===== config.mk =====
export PLATFORM = sky130hd
export DESIGN_NAME = compacting_region_allocator
export DESIGN_NICKNAME = d
export VERILOG_FILES = /design/src/hw/rtl/cra_pkg.sv /design/src/hw/rtl/cra_ram.sv /design/src/hw/rtl/compacting_region_allocator.sv
export VERILOG_INCLUDE_DIRS = /design/src /design/src/hw/rtl
export SDC_FILE = /design/constraint.sdc
export NUM_CORES = 1
export LEC_CHECK = 0
export ABC_AREA = 0
export ABC_CLOCK_PERIOD_IN_PS = 6200
export BUFFER_PORTS_ARGS = -buffer_cell sky130_fd_sc_hd__buf_2
export CORE_ASPECT_RATIO = 0.8
export CORE_MARGIN = 10
export CORE_UTILIZATION = 55
export CTS_CLUSTER_DIAMETER = 200
export DETAILED_ROUTE_END_ITERATION = 8
export GPL_TIMING_DRIVEN = 0
export PLACE_DENSITY = 0.79
export SYNTH_ARGS = -nofsm -noshare
export SYNTH_HDL_FRONTEND = slang
export SYNTH_HIERARCHICAL = 1
export SYNTH_SLANG_ARGS = --single-unit

===== constraint.sdc =====
create_clock -name clk -period 6.2 [get_ports clk]
set_input_delay 0.62 -clock clk [delete_from_list [all_inputs] [get_ports clk]]
set_output_delay 0.62 -clock clk [all_outputs]
set_load 0.01 [all_outputs]

===== src/hw/rtl/assert_macros.svh =====
// ----------------------------------------------------------------------------
// assert_macros.svh
// Concurrent assertion helpers, compiled out when ASSERT_OFF is set.
// ----------------------------------------------------------------------------
`ifndef ASSERT_MACROS_SVH
`define ASSERT_MACROS_SVH

`ifndef ASSERT_OFF
// property that must hold at every clock edge out of reset
`define ASSERT_PROP(lbl, clk, rst_n, prop) \
  lbl: assert property (@(posedge clk) disable iff (!rst_n) (prop)) \
    else $error("assertion failed");
// same-cycle implication
`define ASSERT_IMPL(lbl, clk, rst_n, ante, cons) \
  lbl: assert property (@(posedge clk) disable iff (!rst_n) (ante) |-> (cons)) \
    else $error("implication failed");
`else
`define ASSERT_PROP(lbl, clk, rst_n, prop)
`define ASSERT_IMPL(lbl, clk, rst_n, ante, cons)
`endif

`endif


===== src/hw/rtl/cra_pkg.sv =====
// ----------------------------------------------------------------------------
// cra_pkg
// Shared constants and codes for the compacting region allocator.
// ----------------------------------------------------------------------------
`timescale 1ns / 1ps

package cra_pkg;

  localparam int POOL_BYTES_DEF    = 1024;
  localparam int HEADER_BYTES_DEF  = 8;
  localparam int MAX_BLOCKS_DEF    = 16;
  localparam int RECLAIM_DEPTH_DEF = 8;

  localparam int HANDLE_W = 16;
  localparam int SIZE_W   = 16;
  localparam int OUT_OFF_W = 10;

  typedef enum logic [1:0] {
    CMD_ALLOC   = 2'd0,
    CMD_FREE    = 2'd1,
    CMD_QUEUE   = 2'd2,
    CMD_RECLAIM = 2'd3
  } cmd_t;

  typedef enum logic [2:0] {
    STS_OK       = 3'd0,
    STS_NO_ROOM  = 3'd1,
    STS_NOTFOUND = 3'd2,
    STS_FULL     = 3'd3,
    STS_EMPTY    = 3'd4
  } status_t;

endpackage


===== src/hw/rtl/cra_ram.sv =====
// ----------------------------------------------------------------------------
// cra_ram
// Generic single-write, single-read RAM with registered read data.
// ----------------------------------------------------------------------------
`timescale 1ns / 1ps

module cra_ram #(
  parameter int WIDTH = 8,
  parameter int DEPTH = 16,
  localparam int AW = (DEPTH > 1) ? $clog2(DEPTH) : 1
) (
  input  logic             clk,
  input  logic             we,
  input  logic [AW-1:0]    waddr,
  input  logic [WIDTH-1:0] wdata,
  input  logic [AW-1:0]    raddr,
  output logic [WIDTH-1:0] rdata
);

  logic [WIDTH-1:0] mem [DEPTH];

  always_ff @(posedge clk) begin
    if (we) begin
      mem[waddr] <= wdata;
    end
    rdata <= mem[raddr];
  end

endmodule


===== src/hw/rtl/compacting_region_allocator.sv =====
// Allocate, queue and trivially refused commands go from idle to the answer
// state; reclaim first reads the popped handle in its own state. Free and reclaim
// search the table newest first, move each later block with a read and a write
// state, then update the counts in a finish state; moves and answers wait for a
// free output register. One command at a time; the next word waits for the answer.
// Synchronous active-low reset; table and reclaim RAMs need no clearing pass.
// ----------------------------------------------------------------------------
// compacting_region_allocator
// Handle table for a byte pool with compaction on free and a LIFO reclaim
// list; emits one relocation word per moved block, then a command answer.
// ----------------------------------------------------------------------------
`timescale 1ns / 1ps
`include "assert_macros.svh"

module compacting_region_allocator #(
  parameter int POOL_BYTES    = cra_pkg::POOL_BYTES_DEF,
  parameter int HEADER_BYTES  = cra_pkg::HEADER_BYTES_DEF,
  parameter int MAX_BLOCKS    = cra_pkg::MAX_BLOCKS_DEF,
  parameter int RECLAIM_DEPTH = cra_pkg::RECLAIM_DEPTH_DEF
) (
  input  logic        clk,
  input  logic        rst_n,
  input  logic        in_tvalid,
  output logic        in_tready,
  input  logic [31:0] in_tdata,   // handle[15:0], size[31:16]
  input  logic [1:0]  in_tuser,   // cmd[1:0]
  output logic        out_tvalid,
  input  logic        out_tready,
  output logic [55:0] out_tdata,  // status[2:0], owner[18:3], new_offset[28:19],
                                  // old_offset[38:29], move_length[48:39], zero pad
  output logic        out_tuser,  // kind
  output logic        out_tlast   // last
);

  import cra_pkg::*;

  localparam int OW  = $clog2(POOL_BYTES + 1);
  localparam int LW  = (POOL_BYTES > 2) ? $clog2(POOL_BYTES) : 1;
  localparam int CW  = $clog2(MAX_BLOCKS + 1);
  localparam int TAW = (MAX_BLOCKS > 1) ? $clog2(MAX_BLOCKS) : 1;
  localparam int RCW = $clog2(RECLAIM_DEPTH + 1);
  localparam int RAW = (RECLAIM_DEPTH > 1) ? $clog2(RECLAIM_DEPTH) : 1;
  localparam int ENT_W = HANDLE_W + OW + LW;

  typedef enum logic [7:0] {
    S_IDLE      = 8'b0000_0001,
    S_RCL       = 8'b0000_0010,
    S_SRCH_RD   = 8'b0000_0100,
    S_SRCH_CMP  = 8'b0000_1000,
    S_SHIFT_RD  = 8'b0001_0000,
    S_SHIFT_WR  = 8'b0010_0000,
    S_FINISH    = 8'b0100_0000,
    S_ANSWER    = 8'b1000_0000
  } state_t;

  state_t state_r, state_nxt;

  logic [CW-1:0]       blk_cnt_r, blk_cnt_nxt;
  logic [OW-1:0]       end_off_r, end_off_nxt;
  logic [OW-1:0]       bytes_left_r, bytes_left_nxt;
  logic [RCW-1:0]      rcl_cnt_r, rcl_cnt_nxt;
  logic [HANDLE_W-1:0] hnd_r, hnd_nxt;
  logic [TAW-1:0]      idx_r, idx_nxt;
  logic [CW-1:0]       j_r, j_nxt;
  logic [LW-1:0]       freed_r, freed_nxt;
  status_t             ans_status_r, ans_status_nxt;
  logic [HANDLE_W-1:0] ans_owner_r, ans_owner_nxt;
  logic [OW-1:0]       ans_off_r, ans_off_nxt;

  logic                out_valid_r, out_valid_nxt;
  logic                out_kind_r, out_kind_nxt;
  logic                out_last_r, out_last_nxt;
  status_t             out_status_r, out_status_nxt;
  logic [HANDLE_W-1:0] out_owner_r, out_owner_nxt;
  logic [OUT_OFF_W-1:0] out_new_r, out_new_nxt;
  logic [OUT_OFF_W-1:0] out_old_r, out_old_nxt;
  logic [OUT_OFF_W-1:0] out_len_r, out_len_nxt;

  // table RAM
  logic             tbl_we;
  logic [TAW-1:0]   tbl_waddr, tbl_raddr;
  logic [ENT_W-1:0] tbl_wdata, tbl_rdata;
  logic [HANDLE_W-1:0] tbl_rd_owner;
  logic [OW-1:0]       tbl_rd_off;
  logic [LW-1:0]       tbl_rd_len;
  logic [OW-1:0]       shift_off;

  // reclaim RAM
  logic                rcl_we;
  logic [RAW-1:0]      rcl_waddr, rcl_raddr;
  logic [HANDLE_W-1:0] rcl_rdata;

  cmd_t                in_cmd;
  logic [HANDLE_W-1:0] in_handle;
  logic [SIZE_W-1:0]   in_size;
  logic [SIZE_W:0]     alloc_cost;
  logic                alloc_refuse;
  logic                out_free;

  assign in_cmd    = cmd_t'(in_tuser);
  assign in_handle = in_tdata[15:0];
  assign in_size   = in_tdata[31:16];

  assign alloc_cost   = {1'b0, in_size} + (SIZE_W+1)'(HEADER_BYTES);
  assign alloc_refuse = ({1'b0, in_size} >= (SIZE_W+1)'(POOL_BYTES)) ||
                        (blk_cnt_r >= CW'(MAX_BLOCKS)) ||
                        (alloc_cost > (SIZE_W+1)'(bytes_left_r));

  assign tbl_rd_owner = tbl_rdata[ENT_W-1 -: HANDLE_W];
  assign tbl_rd_off   = tbl_rdata[LW +: OW];
  assign tbl_rd_len   = tbl_rdata[LW-1:0];
  assign shift_off    = tbl_rd_off - OW'(freed_r);

  // search reads the candidate entry, the shift reads the block being moved
  assign tbl_raddr = (state_r == S_SRCH_RD || state_r == S_SRCH_CMP) ? idx_r
                                                                      : TAW'(j_r);
  assign rcl_raddr = RAW'(rcl_cnt_r - 1'b1);
  assign rcl_waddr = RAW'(rcl_cnt_r);

  assign out_free  = !out_valid_r || out_tready;
  assign in_tready = (state_r == S_IDLE);

  always_comb begin
    state_nxt      = state_r;
    blk_cnt_nxt    = blk_cnt_r;
    end_off_nxt    = end_off_r;
    bytes_left_nxt = bytes_left_r;
    rcl_cnt_nxt    = rcl_cnt_r;
    hnd_nxt        = hnd_r;
    idx_nxt        = idx_r;
    j_nxt          = j_r;
    freed_nxt      = freed_r;
    ans_status_nxt = ans_status_r;
    ans_owner_nxt  = ans_owner_r;
    ans_off_nxt    = ans_off_r;
    tbl_we         = 1'b0;
    tbl_waddr      = TAW'(j_r - 1'b1);
    tbl_wdata      = {tbl_rd_owner, shift_off, tbl_rd_len};
    rcl_we         = 1'b0;

    out_valid_nxt  = out_valid_r && !out_tready;
    out_kind_nxt   = out_kind_r;
    out_last_nxt   = out_last_r;
    out_status_nxt = out_status_r;
    out_owner_nxt  = out_owner_r;
    out_new_nxt    = out_new_r;
    out_old_nxt    = out_old_r;
    out_len_nxt    = out_len_r;

    case (state_r)
      S_IDLE: begin
        if (in_tvalid) begin
          ans_owner_nxt = in_handle;
          ans_off_nxt   = '0;
          state_nxt     = S_ANSWER;
          case (in_cmd)
            CMD_ALLOC: begin
              if (alloc_refuse) begin
                ans_status_nxt = STS_NO_ROOM;
              end else begin
                tbl_we         = 1'b1;
                tbl_waddr      = TAW'(blk_cnt_r);
                tbl_wdata      = {in_handle, end_off_r, LW'(in_size)};
                blk_cnt_nxt    = blk_cnt_r + 1'b1;
                end_off_nxt    = end_off_r + OW'(in_size);
                bytes_left_nxt = OW'((SIZE_W+1)'(bytes_left_r) - alloc_cost);
                ans_status_nxt = STS_OK;
                ans_off_nxt    = end_off_r;
              end
            end
            CMD_FREE: begin
              if (in_handle == '0 || blk_cnt_r == '0) begin
                ans_status_nxt = STS_NOTFOUND;
              end else begin
                hnd_nxt   = in_handle;
                idx_nxt   = TAW'(blk_cnt_r - 1'b1);
                state_nxt = S_SRCH_RD;
              end
            end
            CMD_QUEUE: begin
              if (rcl_cnt_r >= RCW'(RECLAIM_DEPTH)) begin
                ans_status_nxt = STS_FULL;
              end else begin
                rcl_we         = 1'b1;
                rcl_cnt_nxt    = rcl_cnt_r + 1'b1;
                ans_status_nxt = STS_OK;
              end
            end
            CMD_RECLAIM: begin
              if (rcl_cnt_r == '0) begin
                ans_status_nxt = STS_EMPTY;
                ans_owner_nxt  = '0;
              end else begin
                // pop now; the read issued this cycle returns the handle
                rcl_cnt_nxt = rcl_cnt_r - 1'b1;
                state_nxt   = S_RCL;
              end
            end
            default: begin
              ans_status_nxt = STS_NOTFOUND;
            end
          endcase
        end
      end
      S_RCL: begin
        if (rcl_rdata == '0 || blk_cnt_r == '0) begin
          ans_status_nxt = STS_NOTFOUND;
          ans_owner_nxt  = rcl_rdata;
          ans_off_nxt    = '0;
          state_nxt      = S_ANSWER;
        end else begin
          hnd_nxt   = rcl_rdata;
          idx_nxt   = TAW'(blk_cnt_r - 1'b1);
          state_nxt = S_SRCH_RD;
        end
      end
      S_SRCH_RD: begin
        state_nxt = S_SRCH_CMP;
      end
      S_SRCH_CMP: begin
        if (tbl_rd_owner == hnd_r) begin
          freed_nxt = tbl_rd_len;
          j_nxt     = CW'(idx_r) + 1'b1;
          state_nxt = (CW'(CW'(idx_r) + 1'b1) == blk_cnt_r) ? S_FINISH : S_SHIFT_RD;
        end else if (idx_r == '0) begin
          ans_status_nxt = STS_NOTFOUND;
          ans_owner_nxt  = hnd_r;
          ans_off_nxt    = '0;
          state_nxt      = S_ANSWER;
        end else begin
          idx_nxt   = idx_r - 1'b1;
          state_nxt = S_SRCH_RD;
        end
      end
      S_SHIFT_RD: begin
        state_nxt = S_SHIFT_WR;
      end
      S_SHIFT_WR: begin
        if (out_free) begin
          tbl_we         = 1'b1;
          out_valid_nxt  = 1'b1;
          out_kind_nxt   = 1'b1;
          out_last_nxt   = 1'b0;
          out_status_nxt = STS_OK;
          out_owner_nxt  = tbl_rd_owner;
          out_new_nxt    = OUT_OFF_W'(shift_off);
          out_old_nxt    = OUT_OFF_W'(tbl_rd_off);
          out_len_nxt    = OUT_OFF_W'(tbl_rd_len);
          j_nxt          = j_r + 1'b1;
          state_nxt      = (CW'(j_r + 1'b1) == blk_cnt_r) ? S_FINISH : S_SHIFT_RD;
        end
      end
      S_FINISH: begin
        blk_cnt_nxt    = blk_cnt_r - 1'b1;
        end_off_nxt    = end_off_r - OW'(freed_r);
        bytes_left_nxt = bytes_left_r + OW'(freed_r) + OW'(HEADER_BYTES);
        ans_status_nxt = STS_OK;
        ans_owner_nxt  = hnd_r;
        ans_off_nxt    = '0;
        state_nxt      = S_ANSWER;
      end
      S_ANSWER: begin
        if (out_free) begin
          out_valid_nxt  = 1'b1;
          out_kind_nxt   = 1'b0;
          out_last_nxt   = 1'b1;
          out_status_nxt = ans_status_r;
          out_owner_nxt  = ans_owner_r;
          out_new_nxt    = OUT_OFF_W'(ans_off_r);
          out_old_nxt    = '0;
          out_len_nxt    = '0;
          state_nxt      = S_IDLE;
        end
      end
      default: begin
        state_nxt = S_IDLE;
      end
    endcase
  end

  always_ff @(posedge clk) begin
    if (!rst_n) begin
      state_r      <= S_IDLE;
      blk_cnt_r    <= '0;
      end_off_r    <= '0;
      bytes_left_r <= OW'(POOL_BYTES);
      rcl_cnt_r    <= '0;
      out_valid_r  <= 1'b0;
    end else begin
      state_r      <= state_nxt;
      blk_cnt_r    <= blk_cnt_nxt;
      end_off_r    <= end_off_nxt;
      bytes_left_r <= bytes_left_nxt;
      rcl_cnt_r    <= rcl_cnt_nxt;
      out_valid_r  <= out_valid_nxt;
    end
  end

  always_ff @(posedge clk) begin
    hnd_r        <= hnd_nxt;
    idx_r        <= idx_nxt;
    j_r          <= j_nxt;
    freed_r      <= freed_nxt;
    ans_status_r <= ans_status_nxt;
    ans_owner_r  <= ans_owner_nxt;
    ans_off_r    <= ans_off_nxt;
    out_kind_r   <= out_kind_nxt;
    out_last_r   <= out_last_nxt;
    out_status_r <= out_status_nxt;
    out_owner_r  <= out_owner_nxt;
    out_new_r    <= out_new_nxt;
    out_old_r    <= out_old_nxt;
    out_len_r    <= out_len_nxt;
  end

  cra_ram #(
    .WIDTH (ENT_W),
    .DEPTH (MAX_BLOCKS)
  ) u_tbl (
    .clk   (clk),
    .we    (tbl_we),
    .waddr (tbl_waddr),
    .wdata (tbl_wdata),
    .raddr (tbl_raddr),
    .rdata (tbl_rdata)
  );

  cra_ram #(
    .WIDTH (HANDLE_W),
    .DEPTH (RECLAIM_DEPTH)
  ) u_rcl (
    .clk   (clk),
    .we    (rcl_we),
    .waddr (rcl_waddr),
    .wdata (in_handle),
    .raddr (rcl_raddr),
    .rdata (rcl_rdata)
  );

  assign out_tvalid = out_valid_r;
  assign out_tuser  = out_kind_r;
  assign out_tlast  = out_last_r;
  assign out_tdata  = {7'd0, out_len_r, out_old_r, out_new_r, out_owner_r, out_status_r};

  // pool accounting: used bytes, headers and free bytes always add up
  `ASSERT_PROP(a_pool_balance, clk, rst_n,
    32'(end_off_r) + 32'(bytes_left_r) + 32'(HEADER_BYTES) * 32'(blk_cnt_r) == 32'(POOL_BYTES))
  // a relocation word never closes a command
  `ASSERT_IMPL(a_reloc_not_last, clk, rst_n, out_tvalid && out_tuser, !out_tlast)
  // the block being moved is always inside the live table
  `ASSERT_IMPL(a_shift_in_range, clk, rst_n,
    state_r == S_SHIFT_WR || state_r == S_SHIFT_RD, j_r < blk_cnt_r)

endmodule


# --- Yosys cells after proc, flatten, opt, wreduce, memory -nomap -nowiden ---
# Memory sizes are Yosys's and may differ from the RTL's. A register that Yosys moved wholly into a read port is not among the register bits.
# Index checks and enable logic that the tools add are counted.
classes:
  n_addsub: 15
  n_mul: 0
  div_mod_pow: 0
  magnitude_cmp: 4
  n_eq_ne: 31
  shift: 0
  muxes: 108
  bitwise: 0
  reduce_logical: 33
op_table:
  columns: ["cell", "count"]
  rows:
  - ["16-bit 2-to-1 mux", 12]
  - ["37-bit 2-to-1 mux", 4]
  - ["10-bit 2-to-1 mux", 11]
  - ["11-bit 2-to-1 mux", 6]
  - ["8-bit 2-to-1 mux", 8]
  - ["16-bit case mux with 2 select lines", 2]
  - ["16-bit case mux with 4 select lines", 1]
  - ["8-bit case mux with 8 select lines", 1]
  - ["10-bit case mux with 2 select lines", 3]
  - ["4-bit 2-to-1 mux", 13]
  - ["11-bit case mux with 2 select lines", 2]
  - ["10-bit case mux with 4 select lines", 1]
  - ["16-bit logical NOT", 2]
  - ["5-bit 2-to-1 mux", 5]
  - ["3-bit 2-to-1 mux", 8]
  - ["3-bit case mux with 4 select lines", 2]
  - ["2-bit inequality test (second input constant)", 11]
  - ["11-bit by 10-bit subtractor with 11-bit output", 2]
  - ["5-bit case mux with 2 select lines", 2]
  - ["16-bit by 4-bit adder with 17-bit output (second input constant)", 1]
  - ["17-bit by 11-bit > comparator with 1-bit output", 1]
  - ["1-bit 2-to-1 mux", 17]
  - ["16-bit equality test", 1]
  - ["16-bit by 11-bit greater-or-equal comparator with 1-bit output (second input constant)", 1]
  - ["other kinds (46)", 74]
word_totals:
  regBits: 155
  latch_bits: 0
  ramBits: 720
  rom_bits: 0
  word_cells: 213
  mem_count: 2
memory_table:
  columns: ["memory", "depth", "width", "rd", "rd_ports_with_merged_regs", "write_ports", "line", "text"]
  rows:
  - ["u_tbl.mem", 16, 37, 1, 1, 1, "cra_ram.sv:20", "logic [WIDTH-1:0] mem [DEPTH];"]
  - ["u_rcl.mem", 8, 16, 1, 1, 1, "cra_ram.sv:20", null]

# --- Depth between registers and ports, before layout ---
# Gate-level depths: netlist of run 1.
logic_depth:
  ltp_word: 9
  ltp_mapped: 15
  ltp_nobuf: 14

# --- Hierarchy ---
# Netlist of run 1, hierarchy kept.
by_module_without_submodules:
  columns: ["module", "instances", "cells_per_inst", "area_per_inst_um2", "seq_area_each_um2"]
  rows:
  - ["cra_ram (u_tbl)", 1, 963, 22942.0, 18517.8]
  - ["compacting_region_allocator", 1, 1090, 10652.7, 4254.1]
  - ["cra_ram (u_rcl)", 1, 214, 5293.8, 4164.0]

# --- Worst setup path before layout of run 1 ---
# No wires, ideal clock.
synth_timing:
  kind: "input to register"
  from: "input in_tdata[23]"
  to: "memory u_tbl/mem[0][0] (netlist name), enable pin"
  t_arrival_ns: 6.025
  required_time_ns: 5.723
  slack_ns: -0.303
  stages: 15
  cell_sequence: "clkbuf_1 -> and3_1 -> nand3_1 -> nor2_1 -> xnor2_1 -> ha_1 -> a211oi_1 -> o21ai_0 -> or2_4 -> o22ai_2 -> nand2_4 -> buf_2 -> o21ai_0 -> or3b_2 -> nor3_1"
synth_between:
  elab_chain_cells: 9
  elab_cells_between_ends: 15
synth_rtl:
  columns: ["item", "line", "text"]
  rows:
  - ["start, declared", "compacting_region_allocator.sv:25", "input logic [31:0] in_tdata,"]
  - ["16-bit by 4-bit adder with 17-bit output / 16-bit by 11-bit greater-or-equal comparator with 1-bit output (equally long branches)", "compacting_region_allocator.sv:104, compacting_region_allocator.sv:105", null]
  - ["17-bit by 11-bit > comparator with 1-bit output / 1-bit logical OR (equally long branches)", "compacting_region_allocator.sv:107, compacting_region_allocator.sv:105", null]
  - ["1-bit logical OR *", "compacting_region_allocator.sv:106", "(blk_cnt_r >= CW'(MAX_BLOCKS)) ||"]
  - ["1-bit 2-to-1 mux *", "compacting_region_allocator.sv:158", "if (alloc_refuse) begin"]
  - ["1-bit 2-to-1 mux *", "compacting_region_allocator.sv:156", "case (in_cmd)"]
  - ["1-bit 2-to-1 mux *", "compacting_region_allocator.sv:152", "if (in_tvalid) begin"]
  - ["1-bit case mux with 2 select lines *", "compacting_region_allocator.sv:150", "case (state_r)"]
  - ["named net tbl_we", "compacting_region_allocator.sv:80", "logic tbl_we;"]
  - ["1-bit 2-to-1 mux *", "cra_ram.sv:23", "if (we) begin"]
  - ["1-bit 2-to-1 mux (implied by the code) *", "cra_ram.sv:24", "mem[waddr] <= wdata;"]
  - ["end, declared", "cra_ram.sv:20", null]
# The timed path passes the listed nets; every way through them passes the cells marked *.

# --- Worst setup path after layout of run 1 ---
layout_timing:
  from: "input in_tdata[23]"
  to: "memory u_tbl/mem[7][23] (netlist name), enable pin"
layout_between:
  elab_cells_between_ends: 15
layout_lines:
  columns: ["item", "line", "text"]
  rows:
  - ["16-bit by 4-bit adder with 17-bit output / 16-bit by 11-bit greater-or-equal comparator with 1-bit output (equally long branches)", "compacting_region_allocator.sv:104, compacting_region_allocator.sv:105", null]
  - ["17-bit by 11-bit > comparator with 1-bit output / 1-bit logical OR (equally long branches)", "compacting_region_allocator.sv:107, compacting_region_allocator.sv:105", null]
  - ["1-bit logical OR *", "compacting_region_allocator.sv:106", null]
  - ["4-bit 2-to-1 mux *", "compacting_region_allocator.sv:158", null]
  - ["4-bit 2-to-1 mux *", "compacting_region_allocator.sv:156", null]
  - ["4-bit 2-to-1 mux *", "compacting_region_allocator.sv:152", null]
  - ["4-bit 2-to-1 mux *", "compacting_region_allocator.sv:150", null]
  - ["named net tbl_waddr[1]", "compacting_region_allocator.sv:81", "logic [TAW-1:0] tbl_waddr, tbl_raddr;"]
# Marked as above.

==> results.txt, run 1 <==
The run finished with clean final reports. The worst setup path is launched from an input port. The H-tree generated during clock tree synthesis spans 3 levels. The critical path starts at in_tdata[23]. The normalized max-slew margin came out at 0.1406. For this configuration, the core starts out at a cell density of 0.5537. The final-layout fill cell count is 4,551. Setup repair after global routing left no endpoint under its margin. The area of the core came out at 0.06876 mm². The sequential cell area in the final layout is 0.02642 mm². Before CTS, the worst setup slack after placement is -79.01 ps. The finished cells cover 0.04324 mm². The maximum number of pins on one net before global-route repair came out at 31. The setup path with the least slack is of type in2reg. The routed wire length came out at 100,300 µm. The first detailed-routing pass took 6 iterations. The number of global-route vias before repair came out at 22,270.

The count of hold-fix buffers inserted at cts is 0. The total placed instance area is 0.04042 mm². The worst setup path is captured at a register. The diode insertion count for antenna repair is 0. The number of pins exceeding their max-slew limit in the final report was 0. The TritonCTS buffer count is 87. The number of max-capacitance violations reported is 0. The netlist area before placement is 0.03807 mm². For this run, design rule violations remaining after detail routing come to 0.

The final-report hold violation count came out at 0. The total number of placement rows came out at 86. Across the VDD grid, the largest voltage drop is 0.0002093 V. The static power due to leakage is 14.87 nW.

Detailed routing inserted a total of 22,310 vias. The tightest min-delay check is of the in2reg type. The number of primary I/O pins came out at 98. The transition at the pin with the smallest max-transition slack came out at 1288 ps. TritonCTS built the clock tree. The startpoint identified for the worst register-to-register timing path is bytes_left_r[6]. The cell count after placement is 3,260.

The number of gates resized after CTS was 0. The worst setup skew after layout came out at 27.77 ps. Once routing completed, OpenROAD measured the worst setup slack at 393.9 ps. The number of buffer cells added on primary ports came out at 84. The data arrival time at the worst-slack endpoint is 6150 ps. The die boundary width is 314.2 µm. Setup violations remaining at the end of the flow were counted as 0. The die is 255.3 µm tall. After the last flow step, the layout net total stands at 2,541. The die area came out at 0.08021 mm². The clock latency on the worst-skew pair came out at 670 ps.

The power per cell area is 301.0 mW/mm². The startpoint of the worst hold path is in_tdata[8]. Averaged over all synthesized cells, the footprint is 17.23 µm². From synthesis to final layout, the design area changed by 13.56%. Subtracting the final worst setup slack from the clock period gives 5806 ps. The number of instances in the synthesized netlist came out at 2,210.

The largest buffer count on any clock path came out at 3. The area of the multi-input gates came out at 0.01093 mm². The count of synthesis-stage warnings from yosys came out at 6. For this run, the number of standard cells in the final layout without fillers is 3,424. The root buffer cell chosen for the clock tree is clkbuf_16. Measured in cells, the most critical reg-to-reg path has a length of 12.

In the final routed layout, each cell accounts on average for 29.29 µm. The instance count along the most critical hold path is 1. The final worst-path cycle share is 0.9365. The final weighted congestion in routability-driven placement came out at 0.9073. The count of nets left with antenna violations once routing finished came out at 0. The wire length of the first global-routing pass is 147,500 µm. Data on the critical path is required at its endpoint by 6550 ps.

Using the TritonRoute via totals, the vias-per-cell ratio works out to 6.515. Across every metal layer, demand over resource in global routing totals 0.2456. The clock-pin transition on the worst setup and hold timing paths came out at 60 ps.

Based on the critical path, the design can be clocked at up to 172.2 MHz. The global-route congestion overflow total is 0. The maximum fanout along the worst path is 19. The detailed-placement wirelength estimate came out at 63,910 µm. The total chip power came out at 0.01302 W. For the final routed database, the setup TNS stands at 0 ps. The first routing iteration left 3,131 violations. CTS saw 910 sinks. The initial antenna violation count is 2.

The number of setup buffers added after CTS is 0. The fraction of layout cells with a size suffix above 1 came out at 0.2260.
==> metal layers <==
layer,share of wire,wire length [µm],vias up,global-route usage
met3,0.10,10400,212,0.04567
met4,0.029,2951,0,0.07892
li1,-,-,9232,-
met1,0.39,38800,11380,0.3408
met2,0.48,48130,1482,0.3907
met5,0,0,-,0
==> report_power, final <==
part           internal [W]  total (W)  leakage [nW]  switching, W
clock network       0.00288    0.00522          1.34       0.00235
logic              0.000301   0.000846          5.35      0.000544
registers           0.00684    0.00695          8.17      0.000102
==> cell type report <==
class | instances | area share
buffer | 113 | 0.01432
clock buffer | 115 | 0.05464
clock inverter | 46 | 0.009839
inverter | 79 | 0.006858
multi-input combinational | 1114 | 0.2527
sequential | 910 | 0.6109
tap | 924 | 0.02674
timing repair buffer | 123 | 0.02396
==> per-stage QoR <==
stage | hold WS, ps | util
6_report | 334.2 | 0.6288
3_3_place_gp | 428.6 | 0.5771
5_1_grt | 331.7 | 0.6288
2_1_floorplan | 415.5 | -
3_5_place_dp | 438.6 | 0.5879
4_1_cts | 306.7 | 0.6284
==> path summary, 6_finish.rpt <==
check	endpoint	slack, ps
setup / recovery	u_tbl/mem[7][23]	390
hold / removal	u_rcl/mem[2][8]	330
setup reg to reg	u_tbl/mem[7][23]	1030
hold reg to reg	freed_r[6]	460
==> sequential cells by signal, indices dropped and copies added (netlist names), 3 cells and up <==
name          count
ans_off_r        10
out_new_r        10
u_rcl/rdata      16
u_tbl/mem       576
u_rcl/mem       128
hnd_r            16
out_owner_r      16
rcl_cnt_r         4
out_old_r        10
out_status_r      3
out_len_r        10
end_off_r        10
j_r               5
idx_r             4
bytes_left_r     11
u_tbl/rdata      36
state_r           8
ans_owner_r      16
freed_r          10
ans_status_r      3
blk_cnt_r         5
==> placed cells by master (no fill, tap or decap), types with 71 or more instances in the layout <==
cell type  count
ha_1          71
edfxtp_1     819
a22oi_1       72
clkbuf_16     87
clkbuf_1      71
dfxtp_1       91
mux4_2       148
nand2_1      139
buf_2         97
inv_1         78
==> critical path, stage by stage <==
cell and delay, ps:
clkbuf_1 420, and3_1 250, nand3_1 110, nor2_1 280
xnor2_1 160, ha_1 310, a211oi_1 250, o21ai_0 190
or2_4 290, o22ai_2 390, nand2_4 240, buf_2 260
a21oi_1 760, nand2_1 510, nor2_4 790, buf_16 260
No activity file was read; power rests on OpenSTA's default activity.
==> run 2, diff against run 1 <==
--- a/config.mk
+++ b/config.mk
@@ -11,12 +11,13 @@
 export BUFFER_PORTS_ARGS = -buffer_cell sky130_fd_sc_hd__buf_2
 export CORE_ASPECT_RATIO = 0.8
 export CORE_MARGIN = 10
-export CORE_UTILIZATION = 55
+export CORE_UTILIZATION = 56
 export CTS_CLUSTER_DIAMETER = 200
 export DETAILED_ROUTE_END_ITERATION = 8
 export GPL_TIMING_DRIVEN = 0
-export PLACE_DENSITY = 0.79
+export PLACE_DENSITY = 0.8
 export SYNTH_ARGS = -nofsm -noshare
 export SYNTH_HDL_FRONTEND = slang
 export SYNTH_HIERARCHICAL = 1
 export SYNTH_SLANG_ARGS = --single-unit
+export TNS_END_PERCENT = 10
==> run 2 against run 1 <==
Against the previous run:
- die area down 1.7%
- clock skew up 21 ps
- register-to-register slack better by 110 ps
- critical path depth unchanged
==> results.txt, run 2 (same netlist as run 1, synthesis figures left out) <==
The initial antenna violation count came out at 2. The power per cell area came out at 304.7 mW/mm². The largest registers in the layout are u_tbl/mem x576, u_rcl/mem x128, u_tbl/rdata x36. Setup repair after global routing left no endpoint under its margin. The run finished with clean final reports. The number of hold buffers added after CTS was 0. The final net count came out at 2,540. In the routed design, unresolved DRC markers number 0. For this run the aggregate overflow at the end of global routing stands at 0. At the end of routability-driven placement, the weighted congestion stood at 0.9381.

The total number of vias came out at 22,430. The setup-violating endpoint count in the final report came out at 0. The detail-routed net length per standard cell is 28.90 µm. In this run the post-CTS setup repair buffer count came out at 0.

TritonCTS built the clock tree. The post-layout worst setup margin came out at 428.4 ps. The register with the most flip-flops in the layout has 576 of them.

Pin placement for this block handled 98 I/O pins. The final-layout fill cell count came out at 4,345. The TritonCTS buffer count came out at 86. The setup TNS after final layout came out at 0 ps. STA classifies the critical path startpoint as an input port. For this configuration, the core starts out at a cell density of 0.5656. For this block, the initial DRC count from the detailed router was 3,107. The wire length of the first global-routing pass came out at 145,800 µm. The fraction of layout cells with a size suffix above 1 came out at 0.2259. Summed over all layers, the routed wires come to 98,560 µm. The die boundary width is 311.5 µm. The maximum fanout along the worst path came out at 20. The library cell used as clock root buffer is clkbuf_16. The clock latency on the worst-skew pair came out at 650 ps. The number of search-and-repair iterations in the first detailed-routing pass came out at 9. The total number of placement rows came out at 85. The library cell used most frequently in the layout, excluding fill and tap cells, is edfxtp_1. u_tbl/mem holds more flip-flops than any other register. The synthesis-to-layout area growth is 13.83%. In this run the tool buffered the top-level ports with 84 buffer cells. The area of all placed cells without fillers is 0.04334 mm². The transition at the pin with the smallest max-transition slack came out at 1220 ps. The number of sinks on the clock net is 910. The core utilization of the finished layout came out at 0.6438. In this run the static leakage power is 14.93 nW. In the finished design, the share of the clock period the worst path needs comes to 0.9309. The final-report hold violation count is 0. Across the run, the number of max-cap violations was 0.

In this run the deepest clock path goes through 3 buffers. The height of the chip is 253.2 µm. In this run the cell area measured after placement is 0.04040 mm². Once the clock tree was built, the resizer swapped 0 gates to a different size. After clock tree synthesis, the clock-pin slew on the worst setup and hold paths is 60 ps. The die area came out at 0.07888 mm². The mean number of vias per cell is 6.575. The number of pins exceeding their max-slew limit in the final report is 0. The wire-length estimate of the detail-placed layout is 64,270 µm.

Entering global routing, the biggest net connects 31 pins. At the placement stage, the worst setup path has a slack of -156.3 ps. Static timing analysis puts the maximum clock frequency at 173.3 MHz. Clock skew on the completed layout was measured at 48.43 ps. In the layout the commonest cells are edfxtp_1 (819), mux4_2 (148), nand2_1 (139), buf_2 (97), dfxtp_1 (91).

The area of the core came out at 0.06732 mm². The class of the most critical hold timing path is in2reg. At the worst endpoint, the arrival time is 6100 ps. The number of global-route vias before repair came out at 22,230.

The worst-case register-to-register setup slack came out at 1140 ps. The critical path required time is 6530 ps. STA classifies the critical path endpoint as a register.

The total routing usage reported by global routing is 0.2461. The worst setup path is of the in2reg kind. The largest vdd supply drop is 0.0001981 V.

The post-layout minimum cycle time came out at 5772 ps. The count of H-tree levels built during CTS came out at 3. In this run the remaining antenna-violating nets after routing total 0.

In this run the tightest slew margin relative to its limit is 0.1835.
run 2: cell types whose count changed in the layout (fill, tap and decap cells not counted), sizes merged:
| cell | delta |
|---|---|
| clkbuf | +7 |
| diode | +1 |
| bufinv | +5 |
| clkinv | -9 |
| clkinvlp | -5 |
| inv | -1 |
run 2: final timing paths:
path / from / end / depth (start not counted)
setup / recovery: in_tdata[23] / u_tbl/mem[15][30] / 16
hold / removal: in_tdata[10] / u_rcl/mem[4][10] / 1
setup reg to reg: bytes_left_r[6] / u_tbl/mem[15][30] / 12
hold reg to reg: u_tbl/rdata[9] / freed_r[9] / 0
run 2: power by group:
part	total (W)	internal (W)	switching, W
Sequential	0.00695	0.00684	0.000102
Clock	0.00542	0.00313	0.00229
Combinational	0.000842	0.000302	0.000540
Total	0.0132	0.0103	0.00293
run 2: metrics by stage:
step / hold WS (ps) / total power, W / cells
final: 345.9 / 0.01321 / 3411
after global routing: 336.6 / 0.01356 / 3410
after CTS: 317.4 / 0.01325 / 3407
after detailed placement: 440.8 / 0.007898 / 3249
after global placement: 437.2 / 0.007864 / 3213
after floorplan: 415.5 / 0.007561 / 2216
run 2: worst max-delay path, cell delays in order:
cell and delay (ps):
clkbuf_1 420, and3_1 250, nand3_1 120, nor2_1 270
xnor2_1 150, ha_1 310, a211oi_1 270, o21ai_0 190
or2_4 280, o22ai_2 370, nand2_4 230, buf_2 260
a21oi_1 770, nand2_1 500, nor2_4 750, buf_12 270
run 2: layout make-up:
type	instances	area (µm²)	share of cell area
antenna	1	2.502	0.00005774
buffer	113	619.3	0.01429
clock buffer	122	2441	0.05633
clock inverter	36	452.9	0.01045
inverter	79	296.5	0.006842
multi-input combinational	1114	10930	0.2523
sequential	910	26420	0.6095
tap	913	1142	0.02636
timing repair buffer	123	1036	0.02390
run 2: per-layer routing:
| metal | global-route usage | vias to the layer above | share of wire |
|---|---|---|---|
| met1 | 0.3448 | 11370 | 0.38 |
| met2 | 0.3900 | 1592 | 0.47 |
| met3 | 0.04449 | 249 | 0.11 |
| met4 | 0.08098 | 0 | 0.033 |
| li1 | - | 9216 | - |
| met5 | 0 | - | 0 |
